File: src/design/lrw_pkg.sv
// Shared types and constants for the lollipop random-walk cover block.
// Holds the transaction payload structs, register indexes and sizing constants.
// No dependencies.
package lrw_pkg;

  // Field widths of the transactions.
  localparam int NODE_W  = 10;
  localparam int COUNT_W = 11;
  localparam int STEP_W  = 40;

  // Default graph capacity for the top-level parameter.
  localparam int MAX_NODES_DEF = 1024;

  // Visited-map entries hold the walk epoch that last marked them.
  // Epoch zero never names a live walk, so a cleared entry reads as unvisited.
  localparam int EPOCH_W = 8;
  localparam logic [EPOCH_W-1:0] EPOCH_FIRST = EPOCH_W'(1);
  localparam logic [EPOCH_W-1:0] EPOCH_LAST  = {EPOCH_W{1'b1}};
  localparam logic [EPOCH_W-1:0] EPOCH_NONE  = '0;

  // Saturation value of the step counter.
  localparam logic [STEP_W-1:0] STEP_MAX = {STEP_W{1'b1}};

  // Depth of the result queue.
  localparam int OUTQ_DEPTH = 3;

  // Operation codes.
  localparam logic OP_START = 1'b0;
  localparam logic OP_STEP  = 1'b1;

  // Direction codes for path moves.
  localparam logic DIR_UP   = 1'b0;
  localparam logic DIR_DOWN = 1'b1;

  // Configuration register indexes and reset values.
  localparam logic REG_NODE_COUNT  = 1'b0;
  localparam logic REG_CLIQUE_SIZE = 1'b1;
  localparam int   CFG_AW          = 3;
  localparam int   CFG_DW          = 32;
  localparam logic [COUNT_W-1:0] NODE_COUNT_RST  = COUNT_W'(100);
  localparam logic [NODE_W-1:0]  CLIQUE_SIZE_RST = NODE_W'(66);

  // Input transaction.
  typedef struct packed {
    logic              operation;
    logic [NODE_W-1:0] candidate_node;
    logic              direction;
  } in_item_t;

  // Result transaction.
  typedef struct packed {
    logic               accepted;
    logic [NODE_W-1:0]  node;
    logic [COUNT_W-1:0] visited_count;
    logic [STEP_W-1:0]  step_count;
    logic               covered;
  } out_item_t;

  // Effective graph shape after clamping the registers.
  typedef struct packed {
    logic [COUNT_W-1:0] nodes;
    logic [NODE_W-1:0]  clique;
  } graph_t;

endpackage

File: src/design/lrw_outq.sv
// Result queue of the lollipop random-walk cover block.
// A small register FIFO that decouples the walk pipeline from out_ready.
// Depends on lrw_pkg.
module lrw_outq import lrw_pkg::*; #(
  parameter int DEPTH = OUTQ_DEPTH,
  parameter int PW    = (DEPTH > 1) ? $clog2(DEPTH) : 1,
  parameter int CW    = $clog2(DEPTH + 1)
) (
  input  logic      clk,
  input  logic      rst_n,
  input  logic      push,
  input  out_item_t push_data,
  output logic      out_valid,
  input  logic      out_ready,
  output out_item_t out_data,
  output logic [CW-1:0] count
);

  localparam logic [PW-1:0] PTR_LAST = PW'(DEPTH - 1);

  out_item_t       slots [DEPTH];
  logic [PW-1:0]   wr_ptr_r;
  logic [PW-1:0]   rd_ptr_r;
  logic [CW-1:0]   count_r;
  logic            pop;

  assign pop       = out_valid && out_ready;
  assign out_valid = (count_r != '0);
  assign out_data  = slots[rd_ptr_r];
  assign count     = count_r;

  // Payload slots.
  always_ff @(posedge clk) begin
    if (push) begin
      slots[wr_ptr_r] <= push_data;
    end
  end

  // Pointers and fill count.
  always_ff @(posedge clk) begin
    if (!rst_n) begin
      wr_ptr_r <= '0;
      rd_ptr_r <= '0;
      count_r  <= '0;
    end else begin
      if (push) begin
        wr_ptr_r <= (wr_ptr_r == PTR_LAST) ? '0 : wr_ptr_r + PW'(1);
      end
      if (pop) begin
        rd_ptr_r <= (rd_ptr_r == PTR_LAST) ? '0 : rd_ptr_r + PW'(1);
      end
      if (push && !pop) begin
        count_r <= count_r + CW'(1);
      end else if (pop && !push) begin
        count_r <= count_r - CW'(1);
      end
    end
  end

endmodule

File: config.mk
export PLATFORM = sky130hd
export DESIGN_NAME = lrw_outq
export DESIGN_NICKNAME = d
export VERILOG_FILES = /design/src/design/lrw_pkg.sv /design/src/design/lrw_outq.sv
export SDC_FILE = /design/constraint.sdc
export NUM_CORES = 1
export LEC_CHECK = 0
export ABC_AREA = 1
export BUFFER_PORTS_ARGS = -buffer_cell sky130_fd_sc_hd__clkbuf_2
export CORE_ASPECT_RATIO = 0.5
export CORE_MARGIN = 5
export CORE_UTILIZATION = 49
export DETAILED_ROUTE_END_ITERATION = 10
export PLACE_DENSITY = 0.72
export SYNTH_ARGS = -nofsm -noshare
export SYNTH_HDL_FRONTEND = slang
export SYNTH_SLANG_ARGS = --single-unit
export TNS_END_PERCENT = 5
File: constraint.sdc
create_clock -name clk -period 6.8 [get_ports clk]
set_clock_uncertainty 0.05 [all_clocks]
set_input_delay 0.68 -clock clk [delete_from_list [all_inputs] [get_ports clk]]
set_output_delay 0.68 -clock clk [all_outputs]
set_load 0.01 [all_outputs]
Yosys cells after proc, flatten, opt, wreduce, memory -nomap -nowiden:

Memory sizes are Yosys's and may differ from the RTL's. A register that Yosys moved wholly into a read port is not among the register bits.
Cells that the tools add are included.

* register bits after elaboration: 6
* latch bits: 0
* memory bits (writable): 189
* bits in read-only memories: 0
* input bits: 67
* word-level logic and storage cells: 25
* memories: 1

Memory list
* slots: words 3, width 63, rd ports 1, clocked after Yosys merged registers in 1, write ports 1, line lrw_outq.sv:21 `out_item_t slots [DEPTH];`

* $add $sub $neg: 4
* multiply operators: 0
* div/mod/pow operators: 0
* order comparisons: 0
* equality and inequality tests: 2
* shifts and indexed selects: 0
* multiplexer cells: 8
* bitwise operators: 0
* reduce and logical (&&, ||, !) cells: 7

Operator list (number)
* $mux 2: 6
* $add 2x1->2 const B: 3
* $eq 2x2->1 const B: 2
* $reduce_bool 2->1: 2
* $logic_and 1x1->1: 3
* $logic_not 1->1: 2
* $mux 1: 2
* $sub 2x1->2 const B: 1

Longest topological paths before layout:

* word-level depth: 5
* depth in mapped cells: 9
* mapped depth without buffers: 9

Worst setup path after synthesis:

OpenSTA, ideal clock, no wires.

* kind: input to register
* from: input port push
* to: memory slots[2][0] (netlist bit), enable pin
* library setup time: 0.561 ns
* arrival time: 5.004 ns
* required time: 6.189 ns
* slack: 1.185 ns
* cell stages on the path: 2
* path buffers: 0
* cell sequence: inv_1 > nor3_1

* longest elaborated chain between the ends: 2

RTL lines
* start, declared: line lrw_outq.sv:11 `input logic push,`
* $mux 1: line lrw_outq.sv:34 `if (push) begin`
* $mux 1 (not written as such): line lrw_outq.sv:35 `slots[wr_ptr_r] <= push_data;`
* end, declared: line lrw_outq.sv:21

No other way between the ends.

==> report_table.html <==
<table>
<tr><th>Metric</th><th>Value</th></tr>
<tr><th colspan="2">STA</th></tr>
<tr><td>Maximum frequency from static timing analysis</td><td>0.324 GHz</td></tr>
<tr><td>Count of endpoints failing setup in the final report</td><td>0</td></tr>
<tr><td>Final setup TNS</td><td>0 ps</td></tr>
<tr><td>Max-Slew Margin vs Limit</td><td>37.0%</td></tr>
<tr><td>Worst hold slack across all endpoints</td><td>411 ps</td></tr>
<tr><td>Minimum clock period after layout</td><td>3090 ps</td></tr>
<tr><td>Max-slew violation count</td><td>0</td></tr>
<tr><td>Worst Max-Slew Pin Slew</td><td>945 ps</td></tr>
<tr><td>Final period utilization</td><td>45.4%</td></tr>
<tr><td>Unrepaired setup endpoints after global routing</td><td>no</td></tr>
<tr><td>Slack of the critical path</td><td>3710 ps</td></tr>
<tr><td>Number of hold-slack violations in the final timing report</td><td>0</td></tr>
<tr><th colspan="2">Worst hold path</th></tr>
<tr><td>WHS Endpoint</td><td>slots[2][19]</td></tr>
<tr><td>Number of cells traversed by the worst hold path</td><td>1</td></tr>
<tr><td>Min-delay worst type</td><td>input port to register</td></tr>
<tr><td>HP Start</td><td>push_data[19]</td></tr>
<tr><th colspan="2">Setup path</th></tr>
<tr><td>Start of the worst register-to-register path</td><td>wr_ptr_r[1]</td></tr>
<tr><td>Top delay family on crit path</td><td>buffers and inverters</td></tr>
<tr><td>Category of the critical setup timing path</td><td>register to primary output</td></tr>
<tr><td>Endpoint arrival time on the critical path</td><td>2360 ps</td></tr>
<tr><td>Setup slack, reg-to-reg</td><td>4810 ps</td></tr>
<tr><td>Kind of start point of the critical path</td><td>register</td></tr>
<tr><td>Endpoint of the worst-slack reg-to-reg timing path</td><td>slots[0][38]</td></tr>
<tr><td>Worst Path Required</td><td>6070 ps</td></tr>
<tr><td>Cell Chain, Critical Path</td><td>buf_4, inv_8, nand2_1, a21oi_1, clkbuf_2</td></tr>
<tr><td>Largest driver fanout on the critical path</td><td>63</td></tr>
<tr><td>Critical path capture point type</td><td>primary output</td></tr>
<tr><td>Worst Path Buf+Inv</td><td>3</td></tr>
<tr><td>Number of cells traversed by the worst register-to-register path</td><td>4</td></tr>
<tr><td>Slowest stage cell on the critical path</td><td>sky130_fd_sc_hd__dfxtp_2</td></tr>
<tr><td>Delay of the slowest critical-path stage</td><td>790 ps</td></tr>
<tr><th colspan="2">Cells and area</th></tr>
<tr><td>Share of layout cells above drive strength 1</td><td>26.3%</td></tr>
<tr><td>Number of fill cells</td><td>1182</td></tr>
<tr><td>Number of antenna repair diodes</td><td>0</td></tr>
<tr><td>Cell area after layout</td><td>0.00869 mm2</td></tr>
<tr><td>Final layout net count</td><td>716</td></tr>
<tr><td>Most frequent cells in the layout</td><td>sky130_fd_sc_hd__edfxtp_1 (189), sky130_fd_sc_hd__clkbuf_2 (132), sky130_fd_sc_hd__a21oi_1 (129)</td></tr>
<tr><td>Total area of multi-input combinational cells</td><td>0.00124 mm2</td></tr>
<tr><td>Area delta synth-&gt;final</td><td>18.2%</td></tr>
<tr><td>Footprint of the flip-flops and latches</td><td>0.00584 mm2</td></tr>
<tr><td>Leading cell type in the layout, fill and taps excluded</td><td>sky130_fd_sc_hd__edfxtp_1</td></tr>
<tr><th colspan="2">Clocking</th></tr>
<tr><td>Number of buffers inserted for hold repair after clock tree synthesis</td><td>0</td></tr>
<tr><td>Number of H-tree branching levels</td><td>4</td></tr>
<tr><td>Maximum count of clock buffers along a single path</td><td>2</td></tr>
<tr><td>Clock slew seen by the registers of the worst setup and hold paths</td><td>70 ps</td></tr>
<tr><td>TritonCTS clock tree</td><td>built</td></tr>
<tr><td>Clk root buf</td><td>sky130_fd_sc_hd__clkbuf_16</td></tr>
<tr><td>Post-CTS sizing</td><td>0</td></tr>
<tr><td>Total CTS buffers</td><td>17</td></tr>
<tr><td>Clk sink count</td><td>197</td></tr>
<tr><td>Clock latency reported for the late side of the worst-skew pair</td><td>410 ps</td></tr>
<tr><td>Post-CTS setup buffer count</td><td>0</td></tr>
<tr><th colspan="2">Routing</th></tr>
<tr><td>DRC viols</td><td>0</td></tr>
<tr><td>Avg Vias per Cell</td><td>5.19</td></tr>
<tr><td>Count of nets left with antenna violations after detail routing</td><td>0</td></tr>
<tr><td>Initial drt markers</td><td>246</td></tr>
<tr><td>Vias after detailed routing</td><td>4461</td></tr>
<tr><td>Initial DRT Pass Iterations</td><td>5</td></tr>
<tr><td>Routed wire per std cell</td><td>17.5 um</td></tr>
<tr><td>Overall routed net length</td><td>15000 um</td></tr>
<tr><th colspan="2">Placed design</th></tr>
<tr><td>Placer congestion estimate</td><td>0.721</td></tr>
<tr><td>IO buf count</td><td>132</td></tr>
<tr><td>Total cell area at the placement stage</td><td>0.00809 mm2</td></tr>
<tr><td>HPWL reported at the end of detailed placement</td><td>8930 um</td></tr>
<tr><td>Pre-CTS WS</td><td>4150 ps</td></tr>
<tr><th colspan="2">Pwr</th></tr>
<tr><td>Combinational fraction of design power</td><td>15.1%</td></tr>
<tr><td>Largest vdd supply drop</td><td>0.000165 V</td></tr>
<tr><td>Clock Power Share</td><td>35.0%</td></tr>
<tr><td>Ratio of total power to cell area</td><td>328 mW/mm2</td></tr>
<tr><td>Pint</td><td>0.00210 W</td></tr>
<tr><td>P_leak</td><td>3.31 nW</td></tr>
<tr><td>Net switching power</td><td>0.000753 W</td></tr>
<tr><td>Flop pwr share</td><td>49.9%</td></tr>
<tr><td>Net Sw Frac</td><td>26.4%</td></tr>
<tr><th colspan="2">Synth</th></tr>
<tr><td>Largest family of logic cells by synthesized area</td><td>compound AO/OA/AOI/OAI gates</td></tr>
<tr><td>Post-synthesis adder-cell area fraction</td><td>0.170%</td></tr>
<tr><td>Fraction of synthesized area in multiplexers</td><td>0%</td></tr>
<tr><td>Number of synthesized register bits</td><td>197</td></tr>
<tr><td>Cells after Synth</td><td>518</td></tr>
<tr><td>Yosys warnings</td><td>0</td></tr>
<tr><td>Share of the synthesized netlist area taken by xor and xnor gates</td><td>0%</td></tr>
<tr><td>Synth top area share</td><td>77.2%</td></tr>
<tr><td>Total nets after synthesis</td><td>586</td></tr>
<tr><td>Synthesized area per cell</td><td>14.2 um2</td></tr>
<tr><td>Number of distinct standard cells referenced by the synthesized netlist</td><td>18</td></tr>
<tr><td>Fraction of the mapped netlist area in simple logic gates</td><td>7.61%</td></tr>
<tr><td>Post-Synthesis Cell Area</td><td>0.00735 mm2</td></tr>
<tr><td>Post-synthesis compound-gate area fraction</td><td>9.05%</td></tr>
<tr><td>Sequential area share after synthesis</td><td>79.4%</td></tr>
<tr><td>Cell type with the largest total area after synthesis</td><td>sky130_fd_sc_hd__edfxtp_1</td></tr>
<tr><td>Top post-synthesis cells by area</td><td>sky130_fd_sc_hd__edfxtp_1 (77%), sky130_fd_sc_hd__a21oi_1 (8.8%), sky130_fd_sc_hd__nand2_1 (3.8%)</td></tr>
<tr><th colspan="2">Floorplan</th></tr>
<tr><td>Initial standard-cell utilization of the core</td><td>50.4%</td></tr>
<tr><td>DIE HEIGHT</td><td>96.6 um</td></tr>
<tr><td>Area inside the core boundary</td><td>0.0146 mm2</td></tr>
<tr><td>Die Span X</td><td>183 um</td></tr>
<tr><td>Number of top-level design ports</td><td>133</td></tr>
<tr><td>Area of the die</td><td>0.0177 mm2</td></tr>
<tr><td>Row Count</td><td>31</td></tr>
<tr><th colspan="2">Global routing</th></tr>
<tr><td>Number of global-route vias before repair</td><td>4518</td></tr>
<tr><td>First-pass GRT wire length</td><td>24100 um</td></tr>
<tr><td>Initial antenna violation count</td><td>0</td></tr>
<tr><td>Grt total ovfl</td><td>0</td></tr>
<tr><td>Pin count of the biggest net entering global routing</td><td>64</td></tr>
<tr><td>Global-route usage over all layers</td><td>17.3%</td></tr>
<tr><th colspan="2">Run status</th></tr>
<tr><td>Status</td><td>completed</td></tr>
<tr><th colspan="2">Flow run</th></tr>
<tr><td>Number of max-cap violations</td><td>0</td></tr>
</table>
[kinds of logic (layout without fill, tap and decap cells)]
group / Yosys count / in the layout
AOI/OAI and AO/OA: 132 / 132
adders and majority gates: 1 / 1
buffers and inverters: 41 / 184
DFF: 197 / 197
and+or+nand+nor: 147 / 147
[layout make-up]
type,count,share of cell area [%]
clock buffers,18,4.94
clock inverters,14,1.94
inverters,15,0.763
multi-input cells,280,14.3
flip-flops and latches,197,67.2
well taps,198,2.85
repair buffers,137,8.03
[power groups by stage]
stage	registers, W	clock network (W)	logic, W
final	0.00142	0.000998	0.000430
after global routing	0.00143	0.00107	0.000480
after CTS	0.00142	0.00102	0.000443
after detailed placement	0.00145	0	0.000441
after global placement	0.00145	0	0.000433
after floorplan	0.00143	0	0.000286
[cells in the mapped netlist]
master	count
sky130_fd_sc_hd__nor2_1	68
sky130_fd_sc_hd__nand2_1	74
sky130_fd_sc_hd__buf_6	9
sky130_fd_sc_hd__nand3_1	3
sky130_fd_sc_hd__inv_1	13
sky130_fd_sc_hd__nand4_1	1
sky130_fd_sc_hd__dfxtp_1	8
sky130_fd_sc_hd__inv_4	1
sky130_fd_sc_hd__o21ai_0	1
sky130_fd_sc_hd__buf_2	6
sky130_fd_sc_hd__nor3_1	1
sky130_fd_sc_hd__buf_4	11
sky130_fd_sc_hd__ha_1	1
sky130_fd_sc_hd__o211ai_1	1
sky130_fd_sc_hd__inv_8	1
sky130_fd_sc_hd__edfxtp_1	189
sky130_fd_sc_hd__o21a_1	1
sky130_fd_sc_hd__a21oi_1	129
[how the worst max path moves through the flow]
| stage | startpoint | to | cells after the start |
|---|---|---|---|
| final | register | out_data[25] | 5 |
| after detailed placement | register | out_data[25] | 5 |
| after CTS | register | out_data[25] | 5 |
| after floorplan | push | slots[2][0] | 2 |
| after global routing | register | out_data[21] | 5 |
| after global placement | register | out_data[62] | 5 |
[worst reg2reg max path, cell delays in order, from the launching register on]
cell and delay, ps:
sky130_fd_sc_hd__dfxtp_1 310, sky130_fd_sc_hd__inv_1 100, sky130_fd_sc_hd__nand3_1 120, sky130_fd_sc_hd__inv_2 360
sky130_fd_sc_hd__buf_4 630
[state kept, by name (all words and copies together) (netlist names), named ones only]
signal and count:
count 2, slots 189, wr_ptr_r 2, rd_ptr_r 2
[per-stage QoR]
| stage | util (%) | cells | power [W] |
|---|---|---|---|
| 3_3_place_gp | 55.5 | 827 | 0.00188 |
| 2_1_floorplan | - | 518 | 0.00172 |
| 3_5_place_dp | 55.5 | 827 | 0.00189 |
| 4_1_cts | 59.6 | 859 | 0.00288 |
| 5_1_grt | 59.6 | 859 | 0.00298 |
| 6_report | 59.6 | 859 | 0.00285 |
[per-layer routing]
layer / part of all wire (%) / wire length, um / global-route usage, % / up-vias
met2: 52 / 7770 / 29.4 / 104
li1: - / - / - / 2138
met5: 0 / 0 / 0 / -
met4: 0.82 / 123 / 4.81 / 0
met1: 42 / 6380 / 22.3 / 2208
met3: 5.2 / 778 / 4.20 / 11
Power figures use the tool's default switching activity.
