--- src/design/lrw_pkg.sv ---
// Shared types and constants for the lollipop random-walk cover block.
// Holds the transaction payload structs, register indexes and sizing constants.
// No dependencies.
package lrw_pkg;

  // Field widths of the transactions.
  localparam int NODE_W  = 10;
  localparam int COUNT_W = 11;
  localparam int STEP_W  = 40;

  // Default graph capacity for the top-level parameter.
  localparam int MAX_NODES_DEF = 1024;

  // Visited-map entries hold the walk epoch that last marked them.
  // Epoch zero never names a live walk, so a cleared entry reads as unvisited.
  localparam int EPOCH_W = 8;
  localparam logic [EPOCH_W-1:0] EPOCH_FIRST = EPOCH_W'(1);
  localparam logic [EPOCH_W-1:0] EPOCH_LAST  = {EPOCH_W{1'b1}};
  localparam logic [EPOCH_W-1:0] EPOCH_NONE  = '0;

  // Saturation value of the step counter.
  localparam logic [STEP_W-1:0] STEP_MAX = {STEP_W{1'b1}};

  // Depth of the result queue.
  localparam int OUTQ_DEPTH = 3;

  // Operation codes.
  localparam logic OP_START = 1'b0;
  localparam logic OP_STEP  = 1'b1;

  // Direction codes for path moves.
  localparam logic DIR_UP   = 1'b0;
  localparam logic DIR_DOWN = 1'b1;

  // Configuration register indexes and reset values.
  localparam logic REG_NODE_COUNT  = 1'b0;
  localparam logic REG_CLIQUE_SIZE = 1'b1;
  localparam int   CFG_AW          = 3;
  localparam int   CFG_DW          = 32;
  localparam logic [COUNT_W-1:0] NODE_COUNT_RST  = COUNT_W'(100);
  localparam logic [NODE_W-1:0]  CLIQUE_SIZE_RST = NODE_W'(66);

  // Input transaction.
  typedef struct packed {
    logic              operation;
    logic [NODE_W-1:0] candidate_node;
    logic              direction;
  } in_item_t;

  // Result transaction.
  typedef struct packed {
    logic               accepted;
    logic [NODE_W-1:0]  node;
    logic [COUNT_W-1:0] visited_count;
    logic [STEP_W-1:0]  step_count;
    logic               covered;
  } out_item_t;

  // Effective graph shape after clamping the registers.
  typedef struct packed {
    logic [COUNT_W-1:0] nodes;
    logic [NODE_W-1:0]  clique;
  } graph_t;

endpackage

--- src/design/lrw_cfg.sv ---
// Configuration registers of the lollipop random-walk cover block.
// APB-style write/read port and clamping to the effective graph shape.
// Depends on lrw_pkg.
module lrw_cfg import lrw_pkg::*; #(
  parameter int MAX_NODES = MAX_NODES_DEF
) (
  input  logic              clk,
  input  logic              rst_n,
  input  logic              psel,
  input  logic              penable,
  input  logic              pwrite,
  input  logic [CFG_AW-1:0] paddr,
  input  logic [CFG_DW-1:0] pwdata,
  output logic [CFG_DW-1:0] prdata,
  output graph_t            graph
);

  // Largest node count the 11-bit register and the map can both express.
  localparam int MAXC = (MAX_NODES > 2047) ? 2047 : MAX_NODES;
  localparam logic [COUNT_W-1:0] NODES_HI = COUNT_W'(MAXC);
  localparam logic [COUNT_W-1:0] NODES_LO = COUNT_W'(2);

  logic [COUNT_W-1:0] node_count_r;
  logic [NODE_W-1:0]  clique_size_r;
  logic               wr_fire;
  logic [COUNT_W-1:0] n_eff;
  logic [COUNT_W-1:0] c_hi;
  logic [COUNT_W-1:0] c_ext;

  assign wr_fire = psel && penable && pwrite;

  // Register writes; the address bit above the word offset picks the register.
  always_ff @(posedge clk) begin
    if (!rst_n) begin
      node_count_r  <= NODE_COUNT_RST;
      clique_size_r <= CLIQUE_SIZE_RST;
    end else if (wr_fire) begin
      if (paddr[2] == REG_NODE_COUNT) begin
        node_count_r <= pwdata[COUNT_W-1:0];
      end else begin
        clique_size_r <= pwdata[NODE_W-1:0];
      end
    end
  end

  // Read back the raw register values.
  always_comb begin
    if (paddr[2] == REG_CLIQUE_SIZE) begin
      prdata = CFG_DW'(clique_size_r);
    end else begin
      prdata = CFG_DW'(node_count_r);
    end
  end

  // Clamp node count to [2, MAXC] and clique size to [1, nodes-1].
  always_comb begin
    if (node_count_r < NODES_LO) begin
      n_eff = NODES_LO;
    end else if (node_count_r > NODES_HI) begin
      n_eff = NODES_HI;
    end else begin
      n_eff = node_count_r;
    end
    c_hi  = n_eff - COUNT_W'(1);
    c_ext = COUNT_W'(clique_size_r);
    if (c_ext == '0) begin
      c_ext = COUNT_W'(1);
    end else if (c_ext > c_hi) begin
      c_ext = c_hi;
    end
    graph.nodes  = n_eff;
    graph.clique = c_ext[NODE_W-1:0];
  end

endmodule

--- config.mk ---
export PLATFORM = sky130hd
export DESIGN_NAME = lrw_cfg
export DESIGN_NICKNAME = d
export VERILOG_FILES = /design/src/design/lrw_pkg.sv /design/src/design/lrw_cfg.sv
export SDC_FILE = /design/constraint.sdc
export NUM_CORES = 1
export LEC_CHECK = 0
export ABC_AREA = 1
export BUFFER_PORTS_ARGS = -buffer_cell sky130_fd_sc_hd__buf_2
export CORE_ASPECT_RATIO = 0.9
export CORE_MARGIN = 10
export CORE_UTILIZATION = 42
export DETAILED_ROUTE_END_ITERATION = 7
export PLACE_DENSITY = 0.82
export SLEW_MARGIN = 25
export SYNTH_ARGS = -nofsm -noshare
export SYNTH_HDL_FRONTEND = slang
export SYNTH_SLANG_ARGS = --single-unit
--- constraint.sdc ---
create_clock -name clk -period 2.7 [get_ports clk]
set_input_delay 0.135 -clock clk [delete_from_list [all_inputs] [get_ports clk]]
set_output_delay 0.135 -clock clk [all_outputs]
set_load 0.005 [all_outputs]
### Word-level counts from Yosys, hierarchy flattened

Index checks and enable logic that the tools add are counted.

* add/subtract/negate cells: 1
* order comparisons: 3
* muxes and demuxes: 5
* bitwise gates (word level): 1
* reductions and logical operators: 5

Operator list (number)
* $mux 11: 3
* $mux 10: 2
* $gt 10x11->1: 1
* $gt 11x11->1 const B: 1
* $lt 11x2->1 const B: 1
* $sub 11x1->11 const B: 1
* $logic_not 10->1: 1
* $reduce_and 2->1: 2
* $logic_and 1x1->1: 2
* $not 1->1: 1

* register bits: 21
* input bits: 40
* output and inout bits: 53

### Depth between registers and ports, before layout

Gate-level depths: netlist of run 1.

* depth in word-level cells: 7
* gate-level depth with buffers: 22
* gate-level depth less buffers: 22

### Worst setup path before layout of run 1

OpenSTA, ideal clock, no wires.

* path type: register to output
* start: reg node_count_r[10]
* end: out graph[7] in the netlist's numbering
* arrival: 2.935 ns
* path slack: -0.370 ns
* cell stages (with the launch flop): 18
* buffers on the path: 1
* path through: dfxtp_1 -> nor2_1 -> nor3b_1 -> nor3_2 -> inv_2 -> ha_1 -> nand2_2 -> nor2_4 -> xor2_1 -> inv_1 -> ha_1 -> nand2_1 -> nor4_1 -> nand3_4 -> buf_6 -> nand3_2 -> nand2_1 -> nor2_1

RTL lines
* start: declaration: line lrw_cfg.sv:23 `logic [COUNT_W-1:0] node_count_r;`
* start signal: assignment: line lrw_cfg.sv:39 `node_count_r <= pwdata[COUNT_W-1:0];`
* end: declaration: line lrw_cfg.sv:15 `output graph_t graph`

==> run metrics, run 1 <==
gpl congestion=0.915; Fmax=0.290 GHz; clock sink count=21; Num CTS Buffers=3; # fillers=393; CTS tree=built; Mapped Cells=285; hold buffer count at CTS=0; number of vias per cell=5.01; EDFF count, synth=0; Vias=2191; skew final=0 ns; sequential element share of the synthesized area=0.223; synth top area cells=dfxtp_1, nand2_1, buf_4, nor2_1, ha_1; Rel. slew slack=0.668; failing checks=setup timing; Crit Path Max Fanout=9; Pleak=1.39 nW; share of the synthesized area in the top cell type=0.223; Yosys warning count=0; Pins Over Slew Limit=0; Starting DRT DRC Count=164; Die H=83.6 um; NumNets Final=427; commonest cells in the netlist=nand2_1, nor2_1, inv_1, o21ai_0; H-tree levels=1; Die W=90.7 um; layout cells sized above 1=0.469; arrival time at the worst endpoint=3.31 ns; Clk Latency, worst-skew pair=0.26 ns; detailed placement HPWL=4.93 mm; fin area=2780 sq um; crit start category=flip-flop; # DRC=0; most numerous cell in the Yosys netlist=nand2_1; Yosys reg bits=21; Yosys cell types=33; Starting Density=0.429; RSZ-0062 raised after global routing=true; Slew @ Worst Pin=0.492 ns; min-delay worst type=in2reg; Setup crit end kind=output pin; Final ANT Viol Nets=0; antenna fix cells=0; CTS root buf=clkbuf_8; CP required=2.57 ns; gr usage total=0.161; maximum number of pins on one net before global-route repair=21; Worst VDD drop=0.264 mV; DRT Pass-1 Iters=5; CORE AREA=4400 sq um; Tmin final=3.45 ns; Mapped Avg Cell Area=6.63 sq um; WL final=6.73 mm; WHS=0.106 ns; initial antenna violation count=0; Final Setup Violations=10; Mapped Area=1890 sq um; Hold Fails Final Rpt=0; vias in the first global route=2141; port buffer count=48; Routed WL per cell=15.4 um; largest area contributor in the netlist=dfxtp_1; first-pass GRT wire length=10.4 mm; Final Power=0.967 mW; # IOs=93; clock slew at reported path FFs=0.07 ns; final worst path period share=1.28; ys flop type=dfxtp_1; grt ovf=0; Placed Area=2420 sq um; clock buffer depth=2; WS Path Type=reg2out; # rows=23; die area=7580 sq um; Area Growth Syn to Fin=47.2%; outcome=finished with violations; Setup Total Neg Slack=-7.05 ns; Post-synth ARST share=0; max-cap viol count=0; final setup margin=-0.745 ns; pwr/cell area=348 nW/um^2
metal layers:
layer	vias up	GRT usage	part of all wire
li1	1052	-	-
met1	986	0.192	0.41
met2	125	0.274	0.48
met3	28	0.0369	0.081
met4	0	0.0564	0.029
met5	-	0	0
cell type report:
class | count | area (sq um) | share of cell area
flip-flops and latches | 21 | 433 | 0.156
clock buffers | 4 | 45.0 | 0.0162
multi-input cells | 223 | 1470 | 0.530
inverters | 31 | 116 | 0.0418
repair buffers | 96 | 636 | 0.229
well taps | 62 | 77.6 | 0.0279
final timing paths:
| check | startpoint | to | slack, ns | depth (start not counted) |
|---|---|---|---|---|
| worst max register to register | node_count_r[10]$_SDFFE_PN0P_ | node_count_r[10]$_SDFFE_PN0P_ | 1.88 | 3 |
| worst min-delay path | pwdata[2] | node_count_r[2]$_SDFFE_PN1P_ | 0.11 | 3 |
| worst min register to register | node_count_r[0]$_SDFFE_PN0P_ | node_count_r[0]$_SDFFE_PN0P_ | 0.53 | 2 |
| worst max-delay path | node_count_r[2]$_SDFFE_PN1P_ | graph[6] | -0.75 | 24 |
state kept, by name, summed over array words and instances (netlist names):
name / count
node_count_r: 11
clique_size_r: 10
timing repair:
item / CTS / global route
pin swaps: 28 / 20
resized for setup: 31 / 27
buffers inserted: 9 / 2
endpoints found under the setup margin: 10 / 10
gates cloned: 0 / 0
worst max-delay path, cell delays in order, from the launching register on:
cell and delay (ns):
dfxtp_2 0.33, nor2_2 0.12, nand2_2 0.10, nor2_2 0.15, nand2_2 0.08, nand2_4 0.08
buf_6 0.15, nand2_4 0.08, nand2_2 0.10, nor2_4 0.05, buf_4 0.12, nand2_1 0.11
xor2_2 0.10, ha_1 0.34, nand2_4 0.08, o21ai_1 0.21, nand2_1 0.10, inv_2 0.07
nand3_4 0.10, nand2_8 0.12, nand2_8 0.08, nand2_1 0.06, nand2_1 0.06, nor2_2 0.12
buf_2 0.13
kinds of logic (layout without fill, tap and decap cells):
family,count (synthesis),in the layout,synth area share
AO/OA/AOI/OAI,55,55,0.161
AND/OR/NAND/NOR,129,129,0.336
buffers and inverters,61,131,0.173
flip-flops,21,21,0.223
adder cells (fa/ha/maj),11,11,0.0728
XOR/XNOR,7,7,0.0325
other,1,21,0.00198
where the power goes:
group          total, mW  internal (mW)  switching (mW)
sequential         0.333          0.321          0.0124
combinational      0.430          0.195           0.235
clock              0.203          0.105          0.0982
cell usage in the layout, fill, tap and decap left out, types with 3 or more instances in the layout:
master,Yosys,final
nand2_2,6,11
nand2_1,51,42
buf_2,0,48
conb_1,1,21
nor2_2,3,10
a21oi_1,17,13
nand3_2,5,6
inv_1,28,24
ha_1,11,7
a21oi_2,4,7
inv_2,3,7
dfxtp_2,0,7
dfxtp_1,21,13
buf_6,1,6
nor2_1,41,33
buf_4,21,41
clkbuf_8,0,3
nand2_4,4,6
o21ai_0,26,26
ha_4,0,4
xor2_2,0,6
nand3_1,9,8
metrics by stage:
step / util / instances / setup slack [ns]
detailed placement: 0.549 / 422 / -0.431
global route: 0.632 / 437 / -0.907
floorplan: - / 305 / -0.0334
CTS: 0.606 / 435 / -0.601
global placement: 0.549 / 422 / -0.370
finish: 0.632 / 437 / -0.745
Note: power is estimated with default switching activity, not from simulation.
==> inputs of run 2 (changes only) <==
--- a/config.mk
+++ b/config.mk
@@ -5,13 +5,13 @@
 export SDC_FILE = /design/constraint.sdc
 export NUM_CORES = 1
 export LEC_CHECK = 0
-export ABC_AREA = 1
+export ABC_AREA = 0
 export BUFFER_PORTS_ARGS = -buffer_cell sky130_fd_sc_hd__buf_2
 export CORE_ASPECT_RATIO = 0.9
 export CORE_MARGIN = 10
 export CORE_UTILIZATION = 42
 export DETAILED_ROUTE_END_ITERATION = 7
-export PLACE_DENSITY = 0.82
+export PLACE_DENSITY = 0.83
 export SLEW_MARGIN = 25
 export SYNTH_ARGS = -nofsm -noshare
 export SYNTH_HDL_FRONTEND = slang
==> run 2 against run 1 <==
The flow still finishes with violations (setup timing); combinational power decreased by 40%; total power decreased by 18%; setup slack worse by 0.51 ns; global-route usage barely moved; worst hold slack worse by 0.0038 ns; sequential power fell by 2%; register-to-register slack got worse by 0.06 ns; clock power about the same; synthesized cell count shrank 15%; maximum frequency fell by 13%; critical path depth decreased by 8; largest cell class unchanged; highest routed layer unchanged.
==> run metrics, run 2 <==
die area=7390 sq um (-2.5%); first-pass GRT wire length=9.65 mm (-7.0%); WS Path Type=reg2out; Mapped Cells=242 (-15%); Yosys warning count=0 (unchanged); port buffer count=48 (unchanged); pwr/cell area=296 nW/um^2 (-15%); DRT met1 WL=2.51 mm (-10%); Die H=82.6 um (-1.2%); share of the synthesized area in the top cell type=0.230 (+0.00746); skew final=0 ns (unchanged); Final ANT Viol Nets=0 (unchanged); Worst path top cell family by delay=simple AND/OR/NAND/NOR gates; commonest cells after routing, fill and taps aside=buf_4, nand2_1, buf_2; Hold Path Origin=pwdata[2]; clock sink count=21 (unchanged); critical path's largest stage delay=0.53 ns (+0.19 ns); Hold Crit Depth=3 (unchanged); WHS=0.102 ns (-0.00380 ns); initial antenna violation count=0 (unchanged); Net Switching=0.225 mW (-35%); vias in the first global route=2043 (-4.6%); Post-synth ARST share=0 (unchanged); layout cells sized above 1=0.436 (-0.0330); Crit path buffers/inverters=3 (-1); Starting DRT DRC Count=139 (-15%); clock network fraction of total power=0.260 (+0.050); Area Growth Syn to Fin=46.1%; gpl congestion=0.984 (+7.6%); final setup margin=-1.25 ns (-0.506 ns); detailed placement HPWL=4.62 mm (-6.2%); commonest cells in the netlist=nand2_1, buf_4, dfxtp_1, nor2_1, mux2_2; H-tree levels=1 (unchanged); # IOs=93 (unchanged); antenna fix cells=0 (unchanged); DRT Pass-1 Iters=4 (-1); Reg-to-Reg Start=node_count_r[10]$_SDFFE_PN0P_; met3 WL post-DR=293 um (-46%); fin area=2670 sq um (-4.0%); NumNets Final=382 (-11%); sequential element share of the synthesized area=0.230 (+0.00746); RSZ-0062 raised after global routing=true; Tmin final=3.95 ns (+0.506 ns); Yosys cell types=38 (+15%); number of vias per cell=5.15 (+2.7%); CORE AREA=4130 sq um (-6.2%); arrival time at the worst endpoint=3.82 ns (+0.51 ns); # DRC=0 (unchanged); Routed WL per cell=15.8 um (+2.6%); final core occ=0.647 (+0.0153); Die W=89.5 um (-1.3%); Max stage delay cell, worst path=or4_4; max-cap viol count=0 (unchanged); slack of the worst reg-to-reg path=1.82 ns (-0.06 ns); ys flop type=dfxtp_1; max FFs per register=11 (unchanged); Inst Count DP=362 (-14%); switching share of power=0.284 (-0.0736); grt ovf=0 (unchanged); Pleak=1.26 nW (-9.0%); synth top area cells=dfxtp_1, mux2_2, nand2_1, buf_4, ha_1; most numerous cell in the Yosys netlist=nand2_1; gr usage total=0.161 (+0.000314); WL final=5.98 mm (-11%); most common cell after layout, fill and taps aside=buf_4; crit-path cells=or4_4 -> or4_4 -> nand3_4 -> ha_4 -> nand2b_4 -> o21a_1 -> a21oi_2 -> ha_1 -> nand3_2 -> nor3_2 -> a221o_1 -> a311oi_4 -> buf_6 -> buf_12 -> mux2_4 -> buf_6; Hold EP=node_count_r[2]$_SDFFE_PN1P_; Worst VDD drop=0.256 mV (-3.0%); FF-to-FF path depth=3 (unchanged); Num CTS Buffers=3 (unchanged); CTS root buf=clkbuf_8; clock buffer depth=2 (unchanged); Clk Latency, worst-skew pair=0.26 ns (about the same); Mapped Avg Cell Area=7.55 sq um (+14%); Combinational Power Share=0.329 (-0.116); Crit Path Max Fanout=6 (-3); Yosys reg bits=21 (unchanged); hold buffer count at CTS=0 (unchanged); clock slew at reported path FFs=0.08 ns (about the same); Top reg by flops=node_count_r; Final Setup Violations=10 (unchanged); Fmax=0.253 GHz (-13%); Finished Layout Cells=378 (-14%); Slew @ Worst Pin=0.721 ns (+0.228 ns); CTS tree=built; Reg power frac=0.411 (+0.066); largest area contributor in the netlist=dfxtp_1; Mapped Area=1830 sq um (-3.2%); outcome=finished with violations; min-delay worst type=in2reg; maximum number of pins on one net before global-route repair=22 (+4.8%); Placed Area=2390 sq um (-1.2%); CP required=2.57 ns (about the same); Internal=0.566 mW (-8.9%); final worst path period share=1.46 (+0.187); Rel. slew slack=0.518 (-0.150); highest metal used=met4; EDFF count, synth=0 (unchanged); Pins Over Slew Limit=0 (unchanged); met2 wire length=3.10 mm (-3.1%); crit start category=flip-flop; Starting Density=0.443 (+0.0136); failing checks=setup timing; Setup crit end kind=output pin; Hold Fails Final Rpt=0 (unchanged); # rows=22 (-4.3%); largest registers=node_count_r: 11 flops, clique_size_r: 10 flops; reg2reg end=node_count_r[10]$_SDFFE_PN0P_; Vias=1947 (-11%)
run 2: cell count changes after synthesis, sizes merged, moves of 8 or more:
cell,previous run,this run
nand2,61,46
clkbuf,6,14
o21ai,29,2
a21boi,0,16
mux2,0,18
nor2,45,19
a21oi,21,5
inv,31,7
run 2: power by group through the flow:
stage          clock, mW  combinational [mW]  sequential (mW)
2_1_floorplan          0               0.147            0.331
3_3_place_gp           0               0.207            0.332
3_5_place_dp           0               0.211            0.332
4_1_cts            0.207               0.246            0.325
5_1_grt            0.221               0.285            0.326
6_report           0.206               0.260            0.325
run 2: worst min-delay path, stage by stage:
cell and delay (ns):
buf_2 0.09, nand2_1 0.04, nand3_1 0.07
run 2: kinds of logic after synthesis:
group	synth area share
flops	0.230
xor+xnor	0.00479
simple gates	0.261
mux	0.116
compound gates	0.179
fa+ha+maj	0.0753
buf+inv	0.131
other cells	0.00205
run 2: stage by stage:
stage | power, mW | TNS (ns) | setup slack, ns
2_1_floorplan | 0.478 | -11.47 | -1.15
5_1_grt | 0.832 | -13.45 | -1.36
4_1_cts | 0.778 | -12.33 | -1.25
3_3_place_gp | 0.539 | -9.98 | -1.01
3_5_place_dp | 0.543 | -10.46 | -1.06
6_report | 0.790 | -12.37 | -1.25
run 2: worst max-delay path by stage:
stage / startpoint / slack (ns) / cells past startpoint / end
6_report: node_count_r[8]$_SDFFE_PN0P_ / -1.25 / 16 / graph[4]
5_1_grt: node_count_r[8]$_SDFFE_PN0P_ / -1.36 / 16 / graph[4]
4_1_cts: node_count_r[8]$_SDFFE_PN0P_ / -1.25 / 16 / graph[9]
3_5_place_dp: node_count_r[8]$_SDFFE_PN0P_ / -1.06 / 14 / graph[9]
3_3_place_gp: node_count_r[8]$_SDFFE_PN0P_ / -1.01 / 14 / graph[2]
2_1_floorplan: node_count_r[8]$_SDFFE_PN0P_ / -1.15 / 14 / graph[1]
run 2: per-layer routing:
| layer | track usage | vias up |
|---|---|---|
| li1 | - | 975 |
| met1 | 0.195 | 909 |
| met2 | 0.296 | 55 |
| met3 | 0.0157 | 8 |
| met4 | 0.0429 | 0 |
| met5 | 0 | - |
run 2: layout make-up:
cell class	instances	area (sq um)
inverter	7	26.3
tap	48	60.1
fill	359	1460
sequential	21	423
multi-input combinational	198	1390
clock buffer	4	45.0
timing repair buffer	100	727
run 2: timing repair:
item                                    CTS  global route
pin swaps                                 5             7
endpoints found under the setup margin   10            10
setup buffers                             8             3
cloned                                    1             0
resized for setup                        16             9
